--- src/hdl/box_filter_mipmap_builder_macros.svh ---
// Assertion macros shared by the mipmap builder RTL.
`ifndef BOX_FILTER_MIPMAP_BUILDER_MACROS_SVH
`define BOX_FILTER_MIPMAP_BUILDER_MACROS_SVH

`ifndef ASSERT_OFF
`define BFM_ASSERT_IMP(label, clk, rst_n, ante, cons) \
  label: assert property (@(posedge clk) disable iff (!rst_n) (ante) |-> (cons)) \
    else $error("bfm assertion failed");
`define BFM_ASSERT_NEXT(label, clk, rst_n, ante, cons) \
  label: assert property (@(posedge clk) disable iff (!rst_n) (ante) |=> (cons)) \
    else $error("bfm assertion failed");
`else
`define BFM_ASSERT_IMP(label, clk, rst_n, ante, cons)
`define BFM_ASSERT_NEXT(label, clk, rst_n, ante, cons)
`endif

`endif

--- src/hdl/bfm_pkg.sv ---
// Package with the constants, types and codes of the mipmap builder.
`default_nettype none
package bfm_pkg;

  localparam int MAX_WIDTH  = 256;
  localparam int MAX_HEIGHT = 256;
  localparam int MAX_LEVEL  = 8;

  localparam int X_W        = 8;
  localparam int Y_W        = 8;
  localparam int LVL_W      = 4;
  localparam int DIM_W      = 9;
  localparam int CH_W       = 8;
  localparam int NUM_CH     = 4;
  localparam int PIX_W      = CH_W * NUM_CH;

  localparam int NUM_LANES  = 4;
  localparam int LANE_W     = $clog2(NUM_LANES);
  localparam int BANK_AW    = Y_W + X_W - LANE_W;

  localparam int SUM_W      = CH_W + 2 * MAX_LEVEL;
  localparam int LANE_SUM_W = SUM_W - LANE_W;
  localparam int CNT_W      = MAX_LEVEL;
  localparam int GRP_W      = MAX_LEVEL - LANE_W;
  localparam int SHIFT_W    = LVL_W + 1;

  typedef enum logic [1:0] {
    CFG_WIDTH     = 2'd0,
    CFG_HEIGHT    = 2'd1,
    CFG_CHANNELS  = 2'd2,
    CFG_TOP_LEVEL = 2'd3
  } cfg_idx_e;

  typedef enum logic {
    OP_LOAD    = 1'b0,
    OP_COMPUTE = 1'b1
  } op_e;

  typedef enum logic [1:0] {
    ST_IDLE,
    ST_READ,
    ST_DRAIN,
    ST_FINISH
  } state_e;

  typedef struct packed {
    logic               en;
    logic [BANK_AW-1:0] addr;
    logic [PIX_W-1:0]   data;
  } wr_t;

  typedef struct packed {
    logic               en;
    logic               clear;
    logic [BANK_AW-1:0] addr;
  } rd_t;

  typedef logic [NUM_CH-1:0][LANE_SUM_W-1:0] lane_sum_t;
  typedef logic [NUM_CH-1:0][CH_W-1:0]       avg_t;

endpackage
`default_nettype wire

--- src/hdl/bfm_merge.sv ---
// Merge stage: adds the lane sums per channel and divides by the window area.
`default_nettype none
module bfm_merge
  import bfm_pkg::*;
(
  input  wire lane_sum_t        sums_i [NUM_LANES],
  input  wire logic [LVL_W-1:0] lvl_i,
  output avg_t                  avg_o
);

  logic [SUM_W-1:0]   total;
  logic [SUM_W-1:0]   shifted;
  logic [SHIFT_W-1:0] shamt;

  assign shamt = {lvl_i, 1'b0};

  always_comb begin
    avg_o   = '0;
    total   = '0;
    shifted = '0;
    for (int c = 0; c < NUM_CH; c++) begin
      total = '0;
      for (int l = 0; l < NUM_LANES; l++) begin
        total = total + SUM_W'(sums_i[l][c]);
      end
      shifted  = total >> shamt;
      avg_o[c] = shifted[CH_W-1:0];
    end
  end

endmodule
`default_nettype wire

--- config.mk ---
export PLATFORM = sky130hd
export DESIGN_NAME = bfm_merge
export DESIGN_NICKNAME = d
export VERILOG_FILES = /design/src/hdl/box_filter_mipmap_builder_macros.svh /design/src/hdl/bfm_pkg.sv /design/src/hdl/bfm_merge.sv
export SDC_FILE = /design/constraint.sdc
export NUM_CORES = 1
export LEC_CHECK = 0
export BUFFER_PORTS_ARGS = -buffer_cell sky130_fd_sc_hd__buf_2
export CAP_MARGIN = 20
export CORE_MARGIN = 1.5
export CORE_UTILIZATION = 40
export DETAILED_ROUTE_END_ITERATION = 7
export GPL_ROUTABILITY_DRIVEN = 0
export MAX_ROUTING_LAYER = met4
export PLACE_DENSITY = 0.64
export SYNTH_ARGS = -nofsm -noshare
export SYNTH_HDL_FRONTEND = slang
export SYNTH_SLANG_ARGS = --single-unit
--- constraint.sdc ---
create_clock -name vclk -period 13.09
set_input_delay 0.6545 -clock vclk [all_inputs]
set_output_delay 0.6545 -clock vclk [all_outputs]
set_load 0.02 [all_outputs]
# Word-level counts from Yosys, hierarchy flattened
# Index checks and enable logic that the tools add are counted.
dict set report totals {
  reg_bits 0
  latch_bits 0
  mem_bits_rw 0
  romBits 0
  input_bits 356
  out_inout_bits 32
  elab_cells 16
  n_memories 0
}
dict set report op_classes {
  n_addsub 12
  multipliers 0
  div 0
  order_cmp 0
  n_eq_ne 0
  shifts 4
  mux 0
  n_bitwise 0
  n_reduce_logical 0
}
# cell count
set ops {}
lappend ops {{$add A23 B22 Y24} 4}
lappend ops {{$add A24 B22 Y24} 4}
lappend ops {{$shr A24 B5 Y8} 4}
lappend ops {{$add A22 B22 Y23} 4}

# Longest topological paths before layout
dict set report logic_depth {
  depth_word 4
  depth_mapped 15
  ltp_nobuf 14
}

# Worst setup path before layout
# Ideal clock, no wire load.
dict set report synth_path {
  kind {input to output}
  from {input port sums_i[67] (netlist bit)}
  to {output port avg_o[27] (netlist bit)}
  t_arrival_ns 4.611
  t_required_ns 12.436
  slack_ns 7.825
  stages 12
  path_buffers 0
  cell_sequence {fa_1 > fa_1 > ha_1 > fa_1 > a211oi_2 > o21ai_2 > a211o_1 > a311o_1 > and4_4 > or3b_4 > a221o_1 > a221o_1}
}
# item line
set synth_lines {}
lappend synth_lines {{start, declared} bfm_merge.sv:6} ;# input wire lane_sum_t sums_i [NUM_LANES],
lappend synth_lines {{end, declared} bfm_merge.sv:8} ;# output avg_t avg_o

==> out/metrics.yaml <==
synthesis:
  synth_top_family_by_area: "adder cells"
  synth.area.mux_share_pct: 3.30
  synth_area_mm2: 0.0117
  netlist-cell-type-count: 77
  synth_nets: 2168
  synth.avg_cell_area_um2: 7.57
  seq_area_frac_synth_pct: 0
  synthAdderAreaFrac_pct: 40.0
  synthXorXnorAreaFrac_pct: 5.47
  syn_inst: 1544
  yosysWarningCount: 0
  synth_compound_area_share_pct: 25.3
  synth-simple-area-share_pct: 12.5
place:
  hpwl_um: 30800
  port_buffers: 388
setup_path:
  required_ns: 12.44
  cp_max_fo: 4
  crit_arrival_ns: 5.03
  critPathMostFrequentCell: "fa_1"
  cp.depth: 14
  cp_num_buf_inv: 2
  crit_start: "sums_i[67]"
  timing.critical_path.from_type: "input port"
  end_kind: "primary output"
  slowest_stage: "fa_1"
  cp-endpoint: "avg_o[27]"
  path_delay_family: "compound AO/OA/AOI/OAI gates"
  path_cells: "buf_2, fa_1, fa_1, ha_1, fa_1, a211oi_2, o21ai_2, a211o_1, a311o_1, and4_4, or3b_4, a221o_1, a221o_1, buf_2"
  path_class: "input port to primary output"
  cpPeakStageDelay_ns: 0.55
worst_hold_path:
  worstHoldPathType: "input port to primary output"
  hp-start: "lvl_i[3]"
clock_tree:
  post-cts-setup-buffer-count: 0
  holdBufCountCts: 0
  post_cts_resize_count: 0
floorplanning:
  io-pin-count: 388
  dieHeight_um: 174
  num_rows: 62
  start_util_pct: 40.7
  core-area_mm2: 0.0287
  die_w_um: 174
  die_area_mm2: 0.0302
cells_and_area:
  nets: 2511
  clock_buffers: 0
  n_fill_cell: 2933
  nFlopsAndLatches: 0
  num_antenna_cells: 0
  area_growth_pct: 19.4
  seqCellArea_um2: 0
  layout-drive-gt1-share_pct: 22.8
timing:
  fin_setup_tns_ns: 0
  tightest_slew_ns: 0.988
  finalSetupViolations: 0
  period_minus_slack_ns: 5.69
  finalCritPeriodShare_pct: 43.5
  timing.hold.ws_ns: 1.99
  slew-limit-headroom_pct: 33.9
  rsz0062_at_grt: "no"
  hold_viol: 0
  drv_slew: 0
  fmax_ghz: 0.176
grt:
  grt_pass1_vias: 11900
  grt-ovfl-total: 0
  grt_first_pass_wirelength_um: 58600
  antenna_found_initial: 0
  grt_max_degree: 59
  grtUsageTotal_pct: 24.1
outcome:
  outcome: "completed"
route:
  wl_per_cell_um: 15.8
  ant_nets: 0
  first_iter_violations: 754
  viasPerCell: 5.34
  firstDrtPassIters: 7
  drc: 0
  routed_wl_um: 35900
  vias: 12100
power_and_ir_drop:
  ir_drop_v: 0.0000455
  power_per_cell_area_mw_per_mm2: 130
  p_leak_nw: 7.44
flow_run:
  drv_cap: 0
==> synthesized netlist by cell type, types with 6 or more instances <==
library cell | count | share of area, %
inv_1 | 361 | 12
fa_1 | 176 | 30
nand2_1 | 116 | 3.7
nor2_1 | 97 | 3.1
a21oi_1 | 95 | 4.1
ha_1 | 92 | 9.9
o21ai_0 | 81 | 3.5
xnor2_1 | 47 | 3.5
clkbuf_1 | 44 | 1.4
o211ai_1 | 37 | 2.4
a211oi_1 | 34 | 2.2
a21o_1 | 33 | 2.1
nand3_1 | 29 | 1.2
xor2_1 | 26 | 1.9
a221oi_1 | 19 | 1.4
mux2i_1 | 16 | 1.4
nand4_1 | 14 | 0.75
nor3_1 | 14 | 0.60
o21a_1 | 12 | 0.77
a31oi_1 | 11 | 0.59
and3_1 | 10 | 0.54
buf_1 | 10 | 0.32
mux2_2 | 10 | 0.96
o22ai_1 | 10 | 0.54
a22oi_1 | 8 | 0.51
o221ai_1 | 8 | 0.60
a211o_1 | 7 | 0.52
o31ai_1 | 7 | 0.45
a221o_1 | 6 | 0.51
o21bai_1 | 6 | 0.39
==> area by class of cell <==
cell class	instances	area (um^2)	area share (%)
Timing Repair Buffer	395	1990	14.3
Multi-Input combinational cell	1127	10100	72.5
Tap cell	384	480	3.44
Inverter	363	1360	9.76
==> worst min-delay path by stage <==
stage / endpoint / slack (ns) / cells past startpoint
after floorplan: avg_o[20] / 1.62 / 3
after global placement: avg_o[30] / 1.96 / 4
after detailed placement: avg_o[30] / 1.97 / 4
after CTS: avg_o[30] / 1.97 / 4
after global routing: avg_o[24] / 2.02 / 4
final: avg_o[24] / 1.99 / 4
==> metrics by stage <==
stage                     utilization (%)  power [W]  std cells  setup slack, ns  area [um^2]
after floorplan                         -    0.00133       1544             7.82        11700
after global routing                 48.6    0.00203       2269             7.19        14000
after CTS                            48.6    0.00181       2269             7.40        14000
after global placement               48.6    0.00178       2269             7.50        14000
after detailed placement             48.6    0.00180       2269             7.42        14000
final                                48.6    0.00182       2269             7.40        14000
==> cell usage in the layout (no fill, tap or decap), types with 6 or more instances in the layout <==
| cell type | Yosys | routed |
|---|---|---|
| buf_2 | 0 | 388 |
| inv_1 | 361 | 360 |
| fa_1 | 176 | 176 |
| nand2_1 | 116 | 116 |
| nor2_1 | 97 | 97 |
| a21oi_1 | 95 | 95 |
| ha_1 | 92 | 92 |
| o21ai_0 | 81 | 81 |
| xnor2_1 | 47 | 47 |
| o211ai_1 | 37 | 37 |
| a211oi_1 | 34 | 34 |
| a21o_1 | 33 | 33 |
| nand3_1 | 29 | 29 |
| xor2_1 | 26 | 26 |
| a221oi_1 | 19 | 19 |
| mux2i_1 | 16 | 16 |
| nand4_1 | 14 | 14 |
| nor3_1 | 14 | 14 |
| o21a_1 | 12 | 12 |
| a31oi_1 | 11 | 11 |
| and3_1 | 10 | 10 |
| mux2_2 | 10 | 10 |
| o22ai_1 | 10 | 10 |
| a22oi_1 | 8 | 8 |
| o221ai_1 | 8 | 8 |
| a211o_1 | 7 | 7 |
| o31ai_1 | 7 | 7 |
| buf_4 | 0 | 7 |
| o21bai_1 | 6 | 6 |
| a221o_1 | 6 | 6 |
==> logic make-up (layout without fill, tap and decap cells) <==
family,after synthesis,after routing
multiplexers,31,31
XOR/XNOR,73,73
buffers and inverters,417,758
AO/OA/AOI/OAI,434,434
adder cells (fa/ha/maj),268,268
AND/OR/NAND/NOR,321,321
==> metal layers <==
layer  vias up  global-route usage, %  part of all wire (%)
met5         -                      -                     0
li1       5888                      -                     -
met4         0                   5.64                   2.7
met3        67                   2.27                   7.4
met2       514                   40.4                    47
met1      5656                   31.4                    43
==> power by group <==
group	leakage, nW	internal, W	total [W]	switching [W]
Sequential	0	0	0	0
Clock	0	0	0	0
Combinational	7.44	0.000724	0.00182	0.00110
Total	7.44	0.000724	0.00182	0.00110
Note: power is estimated with default switching activity, not from simulation.
